$ cat src/nixm_pkg.sv
`default_nettype none

package nixm_pkg;

    localparam int VEC_LEN = 16;
    localparam int IDX_W   = 4;
    localparam int BYTE_W  = 8;

    typedef logic [IDX_W-1:0]  idx_t;
    typedef logic [BYTE_W-1:0] byte_t;

    localparam idx_t LAST_IDX = IDX_W'(VEC_LEN - 1);

    // one-hot controller states
    typedef enum logic [9:0] {
        ST_LOAD      = 10'b00_0000_0001,
        ST_MIX0      = 10'b00_0000_0010,
        ST_MIX1      = 10'b00_0000_0100,
        ST_MIX2      = 10'b00_0000_1000,
        ST_MIX3      = 10'b00_0001_0000,
        ST_MIX4      = 10'b00_0010_0000,
        ST_MIX5      = 10'b00_0100_0000,
        ST_MIX6      = 10'b00_1000_0000,
        ST_EMIT_LD   = 10'b01_0000_0000,
        ST_EMIT_WAIT = 10'b10_0000_0000
    } state_t;

    // commands from controller to datapath
    typedef struct packed {
        logic load_we;
        logic mix1;
        logic mix2;
        logic mix3;
        logic mix4;
        logic mix5;
        logic mix6;
        logic emit_ld;
        idx_t wr_idx;
        idx_t rd_idx;
    } dp_cmd_t;

endpackage

`default_nettype wire

$ cat src/nixm_ctrl.sv
`default_nettype none

module nixm_ctrl (
    input  wire logic              aclk,
    input  wire logic              aresetn,
    input  wire logic              s_tvalid,
    output logic                   s_tready,
    output logic                   m_tvalid,
    input  wire logic              m_tready,
    output nixm_pkg::dp_cmd_t      cmd
);
    import nixm_pkg::*;

    state_t state_reg, state_next;
    idx_t   cnt_reg, cnt_next;

    always_ff @(posedge aclk) begin
        if (!aresetn) begin
            state_reg <= ST_LOAD;
            cnt_reg   <= '0;
        end else begin
            state_reg <= state_next;
            cnt_reg   <= cnt_next;
        end
    end

    always_comb begin
        state_next = state_reg;
        cnt_next   = cnt_reg;
        s_tready   = 1'b0;
        m_tvalid   = 1'b0;
        cmd        = '0;
        cmd.wr_idx = cnt_reg;
        unique case (state_reg)
            ST_LOAD: begin
                s_tready = 1'b1;
                if (s_tvalid) begin
                    cmd.load_we = 1'b1;
                    cnt_next    = cnt_reg + 1'b1;
                    if (cnt_reg == LAST_IDX) begin
                        state_next = ST_MIX0;
                    end
                end
            end
            ST_MIX0: begin
                state_next = ST_MIX1;
            end
            ST_MIX1: begin
                cmd.mix1   = 1'b1;
                state_next = ST_MIX2;
            end
            ST_MIX2: begin
                cmd.mix2   = 1'b1;
                state_next = ST_MIX3;
            end
            ST_MIX3: begin
                cmd.mix3   = 1'b1;
                state_next = ST_MIX4;
            end
            ST_MIX4: begin
                cmd.mix4   = 1'b1;
                state_next = ST_MIX5;
            end
            ST_MIX5: begin
                cmd.mix5   = 1'b1;
                state_next = ST_MIX6;
            end
            ST_MIX6: begin
                cmd.mix6   = 1'b1;
                cnt_next   = cnt_reg + 1'b1;
                state_next = (cnt_reg == LAST_IDX) ? ST_EMIT_LD : ST_MIX1;
            end
            ST_EMIT_LD: begin
                cmd.emit_ld = 1'b1;
                state_next  = ST_EMIT_WAIT;
            end
            ST_EMIT_WAIT: begin
                m_tvalid = 1'b1;
                if (m_tready) begin
                    cnt_next   = cnt_reg + 1'b1;
                    state_next = (cnt_reg == LAST_IDX) ? ST_LOAD : ST_EMIT_LD;
                end
            end
            default: begin
                state_next = ST_LOAD;
                cnt_next   = '0;
            end
        endcase
        // the mask store, and the mix store outside the lookup steps, read at the index the counter is about to hold
        cmd.rd_idx = cnt_next;
    end

endmodule

`default_nettype wire

$ cat src/nixm_dp.sv
`default_nettype none

module nixm_dp (
    input  wire logic              aclk,
    input  wire nixm_pkg::dp_cmd_t cmd,
    input  wire nixm_pkg::byte_t   mask_byte,
    input  wire nixm_pkg::byte_t   seed_byte,
    input  wire nixm_pkg::byte_t   table_byte,
    output nixm_pkg::byte_t        mixed_byte,
    output nixm_pkg::idx_t         byte_index,
    output logic                   final_byte
);
    import nixm_pkg::*;

    byte_t mask_store_reg  [VEC_LEN];
    byte_t seed_store_reg  [VEC_LEN];
    byte_t table_store_reg [VEC_LEN];
    byte_t mix_store_reg   [VEC_LEN];

    byte_t mask_rd_reg, seed_rd_reg, table_rd_reg, mix_rd_reg;
    byte_t a_reg, c1_reg, c2_reg, c3_reg, c4_reg;
    byte_t mixed_reg;
    idx_t  index_reg;
    logic  final_reg;

    byte_t c1, c2, c3, c4;
    idx_t  mix_raddr, mix_waddr;
    byte_t mix_wdata;
    logic  mix_we;

    assign c1 = mask_rd_reg ^ mix_rd_reg;
    assign c2 = seed_rd_reg ^ a_reg;
    assign c3 = mix_rd_reg ^ a_reg;
    assign c4 = table_rd_reg ^ a_reg;

    // mix store address and write selection per step
    always_comb begin
        if (cmd.mix2) begin
            mix_raddr = c2[IDX_W-1:0];
        end else if (cmd.mix3) begin
            mix_raddr = c3[IDX_W-1:0];
        end else if (cmd.mix4) begin
            mix_raddr = c4[IDX_W-1:0];
        end else if (cmd.mix5) begin
            mix_raddr = c1_reg[IDX_W-1:0];
        end else begin
            mix_raddr = cmd.rd_idx;
        end

        mix_we = cmd.load_we | cmd.mix3 | cmd.mix4 | cmd.mix5 | cmd.mix6;
        if (cmd.mix3) begin
            mix_waddr = c2_reg[IDX_W-1:0];
            mix_wdata = mix_rd_reg ^ c1_reg;
        end else if (cmd.mix4) begin
            mix_waddr = c3_reg[IDX_W-1:0];
            mix_wdata = mix_rd_reg ^ c2_reg;
        end else if (cmd.mix5) begin
            mix_waddr = c4_reg[IDX_W-1:0];
            mix_wdata = mix_rd_reg ^ c3_reg;
        end else if (cmd.mix6) begin
            mix_waddr = c1_reg[IDX_W-1:0];
            mix_wdata = mix_rd_reg ^ c4_reg;
        end else begin
            mix_waddr = cmd.wr_idx;
            mix_wdata = seed_byte;
        end
    end

    // input vector stores
    always_ff @(posedge aclk) begin
        if (cmd.load_we) begin
            mask_store_reg[cmd.wr_idx]  <= mask_byte;
            seed_store_reg[cmd.wr_idx]  <= seed_byte;
            table_store_reg[cmd.wr_idx] <= table_byte;
        end
        mask_rd_reg  <= mask_store_reg[cmd.rd_idx];
        seed_rd_reg  <= seed_store_reg[c1[IDX_W-1:0]];
        table_rd_reg <= table_store_reg[c3[IDX_W-1:0]];
    end

    // mix store, write-first read so accumulating updates chain
    always_ff @(posedge aclk) begin
        if (mix_we) begin
            mix_store_reg[mix_waddr] <= mix_wdata;
        end
        if (mix_we && (mix_waddr == mix_raddr)) begin
            mix_rd_reg <= mix_wdata;
        end else begin
            mix_rd_reg <= mix_store_reg[mix_raddr];
        end
    end

    always_ff @(posedge aclk) begin
        if (cmd.mix1) begin
            a_reg  <= mask_rd_reg;
            c1_reg <= c1;
        end
        if (cmd.mix2) begin
            c2_reg <= c2;
        end
        if (cmd.mix3) begin
            c3_reg <= c3;
        end
        if (cmd.mix4) begin
            c4_reg <= c4;
        end
        if (cmd.emit_ld) begin
            mixed_reg <= mix_rd_reg;
            index_reg <= cmd.wr_idx;
            final_reg <= (cmd.wr_idx == LAST_IDX);
        end
    end

    assign mixed_byte = mixed_reg;
    assign byte_index = index_reg;
    assign final_byte = final_reg;

endmodule

`default_nettype wire

$ cat src/nibble_indexed_xor_mixer_top.sv
// nibble-indexed xor mixer
//
// input stream (s_): each word carries one byte of each of three 16-byte
// vectors, A (mask), B (seed) and C (table), in position order 0 to 15.
// s_tready is high only while the block is collecting words.
// after the sixteenth word the block mixes: O starts as B, then for each
// position four lookups and four xor updates of O run on a six-step
// sequencer (one step per cycle, the mix store taking one read and at most
// one write per step), after one setup step.
// output stream (m_): sixteen words, byte 0 first; m_tlast marks byte 15.
// each output byte is loaded into the output register (emit-load state) and
// then held valid (emit-wait state) until the receiver takes it.
// a receiver stall simply holds the current output word and the sequencer;
// no new input is taken until the sixteenth output word is delivered.
// reset (aresetn low, synchronous) returns to collecting at position 0;
// the vector stores hold no reset value and are always rewritten first.
`default_nettype none

module nibble_indexed_xor_mixer_top (
    input  wire logic        aclk,
    input  wire logic        aresetn,
    // input word
    input  wire logic        s_tvalid,
    output logic             s_tready,
    input  wire logic [23:0] s_tdata,   // mask_byte [7:0], seed_byte [15:8], table_byte [23:16]
    // output word
    output logic             m_tvalid,
    input  wire logic        m_tready,
    output logic [15:0]      m_tdata,   // mixed_byte [7:0], byte_index [11:8], zero [15:12]
    output logic             m_tlast    // final_byte
);
    import nixm_pkg::*;

    dp_cmd_t cmd;
    byte_t   mixed_byte;
    idx_t    byte_index;
    logic    final_byte;

    // sequencer: collect, mix steps, emit
    nixm_ctrl u_ctrl (
        .aclk     (aclk),
        .aresetn  (aresetn),
        .s_tvalid (s_tvalid),
        .s_tready (s_tready),
        .m_tvalid (m_tvalid),
        .m_tready (m_tready),
        .cmd      (cmd)
    );

    // vector stores, mix arithmetic and output register
    nixm_dp u_dp (
        .aclk       (aclk),
        .cmd        (cmd),
        .mask_byte  (s_tdata[7:0]),
        .seed_byte  (s_tdata[15:8]),
        .table_byte (s_tdata[23:16]),
        .mixed_byte (mixed_byte),
        .byte_index (byte_index),
        .final_byte (final_byte)
    );

    // pack the output word, padding up to whole bytes
    assign m_tdata = {4'b0000, byte_index, mixed_byte};
    assign m_tlast = final_byte;

endmodule

`default_nettype wire

$ cat config.mk
export PLATFORM = sky130hd
export DESIGN_NAME = nibble_indexed_xor_mixer_top
export DESIGN_NICKNAME = d
export VERILOG_FILES = /design/src/nixm_pkg.sv /design/src/nixm_ctrl.sv /design/src/nixm_dp.sv /design/src/nibble_indexed_xor_mixer_top.sv
export SDC_FILE = /design/constraint.sdc
export NUM_CORES = 1
export LEC_CHECK = 0
export ABC_CLOCK_PERIOD_IN_PS = 5100
export BUFFER_PORTS_ARGS = -buffer_cell sky130_fd_sc_hd__buf_2
export CORE_MARGIN = 1
export CORE_UTILIZATION = 65
export CTS_BUF_LIST = sky130_fd_sc_hd__clkbuf_4
export DETAILED_ROUTE_END_ITERATION = 8
export PLACE_DENSITY = 0.82
export SLEW_MARGIN = 5
export SYNTH_ARGS = -nofsm -noshare
export SYNTH_HDL_FRONTEND = slang
export SYNTH_SLANG_ARGS = --single-unit
export TNS_END_PERCENT = 5
$ cat constraint.sdc
create_clock -name aclk -period 5.1 [get_ports aclk]
set_input_delay 1.02 -clock aclk [delete_from_list [all_inputs] [get_ports aclk]]
set_output_delay 1.02 -clock aclk [all_outputs]
set_load 0.01 [all_outputs]
==> results of run 1 <==
-- worst max-delay path by stage --
stage | startpoint | endpoint
final | u_ctrl.state_reg[0]$_SDFFE_PN1P_ | u_dp.mix_store_reg[7][3]$_DFFE_PP_
after global routing | u_ctrl.state_reg[0]$_SDFFE_PN1P_ | u_dp.mix_store_reg[7][2]$_DFFE_PP_
after CTS | u_ctrl.state_reg[0]$_SDFFE_PN1P_ | u_dp.mix_store_reg[7][0]$_DFFE_PP_
after detailed placement | u_ctrl.state_reg[0]$_SDFFE_PN1P_ | u_dp.mix_store_reg[7][2]$_DFFE_PP_
after global placement | u_ctrl.state_reg[0]$_SDFFE_PN1P_ | u_dp.mix_store_reg[7][1]$_DFFE_PP_
after floorplan | s_tvalid | u_dp.mask_store_reg[2][0]$_DFFE_PP_
-- layer usage --
metal | global-route usage | share of wire | vias up
li1 | - | - | 5776
met3 | 0.0600 | 0.089 | 123
met4 | 0.118 | 0.027 | 0
met5 | 0 | 0 | -
met2 | 0.471 | 0.51 | 801
met1 | 0.379 | 0.38 | 6729
-- cell usage after synthesis (all sizes together), types with 9 or more instances --
cell	number
edfxtp	565
mux4	103
nand2	59
nor2	57
a22oi	48
dfxtp	42
a21oi	41
buf	41
o21ai	37
clkbuf	35
xor2	29
nand3	24
a221o	23
mux2i	22
o211ai	17
nor3	15
inv	14
o22a	13
nand2b	10
xnor2	10
and2	9
-- kinds of logic after synthesis --
group | Yosys count | share of synthesized area
AO/OA/AOI/OAI | 237 | 0.0728
AND/OR/NAND/NOR | 216 | 0.0444
multiplexers | 126 | 0.106
other | 1 | 0.000156
adder cells (fa/ha/maj) | 4 | 0.00209
flip-flops | 607 | 0.742
buffers and inverters | 90 | 0.0177
XOR/XNOR | 39 | 0.0142
-- worst register-to-register path, stage by stage, from the launching register on --
cell,delay [ns]
sky130_fd_sc_hd__dfxtp_1,0.41
sky130_fd_sc_hd__nor4_2,0.57
sky130_fd_sc_hd__nand2_1,0.23
sky130_fd_sc_hd__nor3_1,0.38
sky130_fd_sc_hd__nand2_1,0.35
sky130_fd_sc_hd__inv_2,0.40
sky130_fd_sc_hd__nand2_1,0.12
sky130_fd_sc_hd__a31oi_2,0.39
sky130_fd_sc_hd__nand3_1,0.20
sky130_fd_sc_hd__nor2_1,0.82
-- cell type report --
type	instances	area, um^2	area share
sequential	607	17800	0.666
clock buffer	209	1570	0.0587
inverter	14	52.6	0.00197
timing repair buffer	76	490	0.0183
multi-input combinational	626	5910	0.221
tap	461	577	0.0216
clock inverter	50	323	0.0121
antenna	2	5.00	0.000187
-- metrics by stage --
| stage | worst slack [ns] | cell area (um^2) | hold slack, ns | std cells | utilization |
|---|---|---|---|---|---|
| after detailed placement | 1.02 | 24800 | 0.468 | 1784 | 0.692 |
| after CTS | 1.01 | 26700 | 0.376 | 2043 | 0.744 |
| final | 0.832 | 26700 | 0.450 | 2045 | 0.744 |
| after floorplan | 1.42 | 24000 | 0.428 | 1323 | - |
| after global placement | 1.24 | 24800 | 0.479 | 1784 | 0.692 |
| after global routing | 0.449 | 26700 | 0.433 | 2045 | 0.744 |
-- power groups by stage --
stage	registers [mW]	logic, mW	clock network, mW
after global placement	5.81	1.10	0
after global routing	5.70	1.22	4.26
after detailed placement	5.81	1.14	0
after CTS	5.70	1.14	4.01
after floorplan	5.75	0.816	0
final	5.70	1.14	3.95
==> PnR_summary.wiki, run 1 <==
{| class="wikitable"
! Metric !! Value
|-
| Final routed DRC violation total || 0
|-
| Root Buffer Master || sky130_fd_sc_hd__clkbuf_4
|-
| Type of the worst setup path || flop to flop
|-
| Register share of total power || 0.528
|-
| Final setup skew || approximately 0.038 ns
|-
| Initial antenna violation count || 2
|-
| Depth of the worst register-to-register path || 9
|-
| Hold buffers post-CTS || 0
|-
| Number of warnings issued by yosys || 0
|-
| Pint || 8.20 mW
|-
| Cell Area, Synth || about 24000 um^2
|-
| Startpoint class of the critical path || flop
|-
| Min cycle time layout || about 4.3 ns
|-
| Number of slew-limit violations in the final report || 0
|-
| Final wirelength || 52500 um
|-
| Maximum root-to-sink buffer count || 3
|-
| Async set-or-reset flop fraction in the synthesized netlist || 0
|-
| Number of global-route vias before repair || 13600
|-
| Synthesized area per cell || 18.2 um^2
|-
| Number of port buffers || 42
|-
| Routability Congestion || ~0.9
|-
| Die span in x || between 150 and 200 um
|-
| CTS tree || yes
|-
| Reg-to-reg slack, setup || 0.83 ns
|-
| Top cell type's share of synthesized area || 0.707
|-
| Area of the core || about 36000 um^2
|-
| Row cnt || 69
|-
| Total of cells resized after clock tree synthesis || 0
|-
| Power, Total || 10.8 mW
|-
| Via-per-instance ratio || 6.57
|-
| I/O pins || 47
|-
| Number of clock sinks seen by CTS || 607
|-
| Cell-by-cell listing of the critical path || nor4_2 > nand2_1 > nor3_1 > nand2_1 > inv_2 > nand2_1 > a31oi_2 > nand3_1 > nor2_1
|-
| GRT Overall Usage || 0.287
|-
| EDFF count, synth || 565
|-
| Leading cell types by total area after synthesis || sky130_fd_sc_hd__edfxtp_1 (71%), sky130_fd_sc_hd__mux4_2 (9.7%), sky130_fd_sc_hd__dfxtp_1 (3.5%)
|-
| Status || completed
|-
| Most frequent standard cell in the layout excluding fill and tap cells || sky130_fd_sc_hd__edfxtp_1
|-
| Full die area || 37700 um^2
|-
| Slowest stage cell on the critical path || sky130_fd_sc_hd__nor2_1
|-
| Die H || 194 um
|-
| Prevailing post-synth register cell || sky130_fd_sc_hd__edfxtp_1
|-
| Routed wire length per instance || 25.7 um
|-
| DRT Pass-1 Iters || 6
|-
| Final setup violating endpoints || 0
|-
| Vias || 13400
|-
| Post-CTS setup-driven buffer insertion count || 0
|-
| Starting Density || 0.668
|-
| Worst Hold Depth || 2
|-
| Sequential share of the synthesized area || 0.742
|-
| DP Wirelength || 31000 um
|-
| Largest area contributor in the netlist || sky130_fd_sc_hd__edfxtp_1
|-
| Ratio of cells with drive above 1 in the final layout || 0.284
|-
| F_max || 234 MHz
|-
| Reg2reg start || u_ctrl.state_reg[0]$_SDFFE_PN1P_
|-
| Number of CTS-inserted buffers || 148
|-
| Largest net degree at the start of global routing || 35
|-
| Number of synthesized register bits || 607
|-
| Actual slew at the worst max-slew pin || 1.33 ns
|-
| Period utilisation layout || 0.837
|-
| Clock-pin slew reported for the worst setup and hold paths after clock tree synthesis || 0.06 ns
|-
| Count of fill cells added during filler insertion || between 2000 and 2500
|-
| Clock network fraction of design power || 0.366
|-
| Post-route antenna net violation count || 0
|-
| Commonest cells after routing, fill and taps aside || sky130_fd_sc_hd__edfxtp_1 (565), sky130_fd_sc_hd__clkbuf_4 (209), sky130_fd_sc_hd__mux4_2 (103), sky130_fd_sc_hd__nand2_1 (59), sky130_fd_sc_hd__a22oi_1 (48)
|-
| Type of the tightest min-delay check || input port to flop
|-
| Crit-path leading delay family || simple AND/OR/NAND/NOR gates
|-
| Proportion of power drawn by combinational gates || 0.106
|-
| Count of mapped cells out of synthesis || 1320
|-
| Clk_lat worst skew || 0.83 ns
|-
| RSZ-0062 raised after global routing || false
|-
| Number of distinct library cell variants in the gate-level netlist after synthesis || 67
|-
| First-pass GRT wire length || 79200 um
|-
| End of the worst register-to-register path || u_dp.mix_store_reg[7][3]$_DFFE_PP_
|-
| Worst voltage drop across the vdd grid || approximately 0.00024 V
|-
| Origin of the worst min-delay path || aresetn
|-
| Leak pwr || 8.92 nW
|-
| Crit path DAT || ~4.7 ns
|-
| Crit path buf inv count || 1
|-
| Final number of hold-violating endpoints || 0
|-
| CP Capture Type || flop
|-
| PD cells || 404 nW/um^2
|-
| WP data required || 5.53 ns
|-
| Most frequent CP cell || sky130_fd_sc_hd__nand2_1
|-
| Tightest slew margin relative to the limit || 0.116
|-
| GRT overflow || 0
|-
| Area growth from synthesis to final layout || 11.4%
|-
| Number of levels in the clock H-tree || 4
|-
| Switching share of power || 0.241
|-
| Max incr delay on CP || 0.82 ns
|-
| Switching power || 2.60 mW
|-
| Largest fanout on the critical path || 20
|-
| Total Nets Final || 1505
|-
| Crit. path cell count || 9
|-
| Number of violations of the max-capacitance limit || 0
|-
| Final sum of negative setup slack || 0 ns
|-
| DR iter-0 viols || 1527
|-
| Hold endpoint || u_ctrl.state_reg[0]$_SDFFE_PN1P_
|}
(Power assumes the default switching activity.)
==> run 2, diff against run 1 <==
--- a/config.mk
+++ b/config.mk
@@ -5,13 +5,13 @@
 export SDC_FILE = /design/constraint.sdc
 export NUM_CORES = 1
 export LEC_CHECK = 0
-export ABC_CLOCK_PERIOD_IN_PS = 5100
+export ABC_CLOCK_PERIOD_IN_PS = 3900
 export BUFFER_PORTS_ARGS = -buffer_cell sky130_fd_sc_hd__buf_2
 export CORE_MARGIN = 1
-export CORE_UTILIZATION = 65
+export CORE_UTILIZATION = 59
 export CTS_BUF_LIST = sky130_fd_sc_hd__clkbuf_4
 export DETAILED_ROUTE_END_ITERATION = 8
-export PLACE_DENSITY = 0.82
+export PLACE_DENSITY = 0.79
 export SLEW_MARGIN = 5
 export SYNTH_ARGS = -nofsm -noshare
 export SYNTH_HDL_FRONTEND = slang
==> constraint.sdc (replaced) <==
create_clock -name aclk -period 3.9 [get_ports aclk]
set_input_delay 0.78 -clock aclk [delete_from_list [all_inputs] [get_ports aclk]]
set_output_delay 0.78 -clock aclk [all_outputs]
set_load 0.01 [all_outputs]
==> PnR_summary.wiki, run 2 (synthesis results as in run 1) <==
{| class="wikitable"
! Metric !! Value
|-
| PD cells || 514 nW/um^2 (+27%)
|-
| Die span in x || 204 um (+4.9%)
|-
| Number of levels in the clock H-tree || 4 (unchanged)
|-
| Final setup skew || 0.0417 ns (+0.00406 ns)
|-
| Tightest slew margin relative to the limit || 0.0915 (-0.0247)
|-
| Number of violations of the max-capacitance limit || 0 (unchanged)
|-
| Final setup violating endpoints || 0 (unchanged)
|-
| Full die area || 41500 um^2 (+10%)
|-
| Largest fanout on the critical path || 17 (-15%)
|-
| Area of all placed cells without fillers || 27100 um^2 (+1.3%)
|-
| Die H || 204 um (+4.9%)
|-
| Number of slew-limit violations in the final report || 0 (unchanged)
|-
| Area growth from synthesis to final layout || 12.9%
|-
| Number of port buffers || 42 (unchanged)
|-
| I/O pins || 47 (unchanged)
|-
| Via-per-instance ratio || 6.23 (-5.1%)
|-
| Post-route antenna net violation count || 0 (unchanged)
|-
| Root Buffer Master || sky130_fd_sc_hd__clkbuf_4
|-
| Cell area reported after detailed placement || 25300 um^2 (+1.8%)
|-
| GRT Overall Usage || 0.261 (-0.0252)
|-
| Initial antenna violation count || 2 (unchanged)
|-
| Routed wire length per instance || 24.3 um (-5.2%)
|-
| Total Nets Final || 1543 (+2.5%)
|-
| DP Wirelength || 31300 um (+1.3%)
|-
| Worst voltage drop across the vdd grid || 0.000272 V (+14%)
|-
| Status || completed
|-
| Period utilisation layout || 0.896 (+0.0591)
|-
| Final routed DRC violation total || 0 (unchanged)
|-
| Min cycle time layout || 3.49 ns (-0.774 ns)
|-
| Number of CTS-inserted buffers || 146 (-1.4%)
|-
| Ratio of cells with drive above 1 in the final layout || 0.302 (+0.0179)
|-
| Most frequent standard cell in the layout excluding fill and tap cells || sky130_fd_sc_hd__edfxtp_1
|-
| Starting Density || 0.601 (-0.0669)
|-
| Area of the core || 39900 um^2 (+11%)
|-
| F_max || 286 MHz (+22%)
|-
| GRT overflow || 0 (unchanged)
|-
| RSZ-0062 raised after global routing || false
|-
| DRT Pass-1 Iters || 6 (unchanged)
|-
| Largest net degree at the start of global routing || 34 (-2.9%)
|-
| Vias || 13300 (-0.69%)
|-
| DR iter-0 viols || 1171 (-23%)
|-
| Layout Utilization || 0.679 (-0.0657)
|-
| Type of the tightest min-delay check || input port to flop
|-
| Total of cells resized after clock tree synthesis || 0 (unchanged)
|-
| Final sum of negative setup slack || 0 ns (unchanged)
|-
| Startpoint class of the critical path || flop
|-
| Leak pwr || 9.13 nW (+2.3%)
|-
| Type of the worst setup path || flop to flop
|-
| Number of clock sinks seen by CTS || 607 (unchanged)
|-
| Row cnt || 73 (+5.8%)
|-
| Final number of hold-violating endpoints || 0 (unchanged)
|-
| Routability Congestion || 0.895 (+2.2%)
|-
| Final wirelength || 52100 um (-0.74%)
|-
| WP data required || 4.26 ns (-1.27 ns)
|-
| CP Capture Type || flop
|-
| Actual slew at the worst max-slew pin || 1.35 ns (+0.0280 ns)
|-
| Maximum root-to-sink buffer count || 3 (unchanged)
|-
| Commonest cells after routing, fill and taps aside || sky130_fd_sc_hd__edfxtp_1 (565), sky130_fd_sc_hd__clkbuf_4 (212), sky130_fd_sc_hd__mux4_2 (103), sky130_fd_sc_hd__buf_4 (67), sky130_fd_sc_hd__nand2_1 (59)
|-
| Post-CTS setup-driven buffer insertion count || 0 (unchanged)
|-
| Crit path DAT || 3.86 ns (-0.84 ns)
|-
| Hold buffers post-CTS || 0 (unchanged)
|-
| CTS tree || yes
|-
| Reg-to-reg slack, setup || 0.41 ns (-0.43 ns)
|-
| Clock-pin slew reported for the worst setup and hold paths after clock tree synthesis || 0.07 ns (about the same)
|-
| First-pass GRT wire length || 79300 um (about the same)
|-
| Number of global-route vias before repair || 13600 (-0.32%)
|-
| Clk_lat worst skew || 0.82 ns (about the same)
|}
## run 2: cell types whose count changed in the layout (fill, tap and decap cells not counted), moves of 3 or more
cell	before	now
sky130_fd_sc_hd__clkinvlp_4	5	2
sky130_fd_sc_hd__buf_4	32	67
sky130_fd_sc_hd__inv_2	5	8
sky130_fd_sc_hd__clkinv_1	33	27
sky130_fd_sc_hd__clkbuf_4	209	212
sky130_fd_sc_hd__buf_12	2	7
sky130_fd_sc_hd__clkinv_2	5	2
## run 2: per-stage QoR
step | hold slack, ns | cells | power [mW] | setup slack, ns
final | 0.252 | 2141 | 13.9 | 0.406
after global routing | 0.220 | 2140 | 14.5 | 0.0449
after CTS | 0.181 | 2139 | 14.0 | 0.402
after detailed placement | 0.465 | 1888 | 9.11 | 0.373
after global placement | 0.462 | 1888 | 9.06 | 0.478
after floorplan | 0.428 | 1323 | 8.58 | 0.321
## run 2: worst max-delay path, cell delays in order (launching register included)
cell                       delay, ns
sky130_fd_sc_hd__dfxtp_2        0.70
sky130_fd_sc_hd__buf_4          0.29
sky130_fd_sc_hd__mux4_2         0.50
sky130_fd_sc_hd__mux4_2         0.62
sky130_fd_sc_hd__xnor2_1        0.19
sky130_fd_sc_hd__o21ai_0        0.08
sky130_fd_sc_hd__o21ai_0        0.19
sky130_fd_sc_hd__o221ai_1       0.48
## run 2: final cells by class
| cell class | instances | area [um^2] |
|---|---|---|
| sequential | 607 | 17800 |
| fill | 2501 | 12800 |
| multi-input combinational | 626 | 5910 |
| clock buffer | 212 | 1590 |
| timing repair buffer | 116 | 853 |
| tap | 525 | 657 |
| clock inverter | 39 | 214 |
| inverter | 14 | 52.6 |
| antenna | 2 | 5.00 |
## run 2: worst paths after layout
path                                    start                                  end  cells past startpoint
hold / removal                        aresetn     u_ctrl.state_reg[0]$_SDFFE_PN1P_                      2
setup / recovery                         flop  u_dp.mix_store_reg[13][7]$_DFFE_PP_                      7
setup reg to reg                         flop  u_dp.mix_store_reg[13][7]$_DFFE_PP_                      7
hold reg to reg   u_dp.mask_rd_reg[1]$_DFF_P_              u_dp.a_reg[1]$_DFFE_PP_                      0
## run 2: routing by layer
metal  global-route usage  vias to the layer above  routed length, um
met1                0.330                     6654              19300
met5                    0                        -                 11
met2                0.437                      704              26800
li1                     -                     5855                  -
met3               0.0521                      121               4320
met4                0.125                        2               1770
## run 2: power breakdown
part           leakage [nW]  internal [mW]  switching [mW]
Sequential             5.44           7.33           0.128
Clock                  1.08           2.62            2.34
Combinational          2.61          0.685           0.828
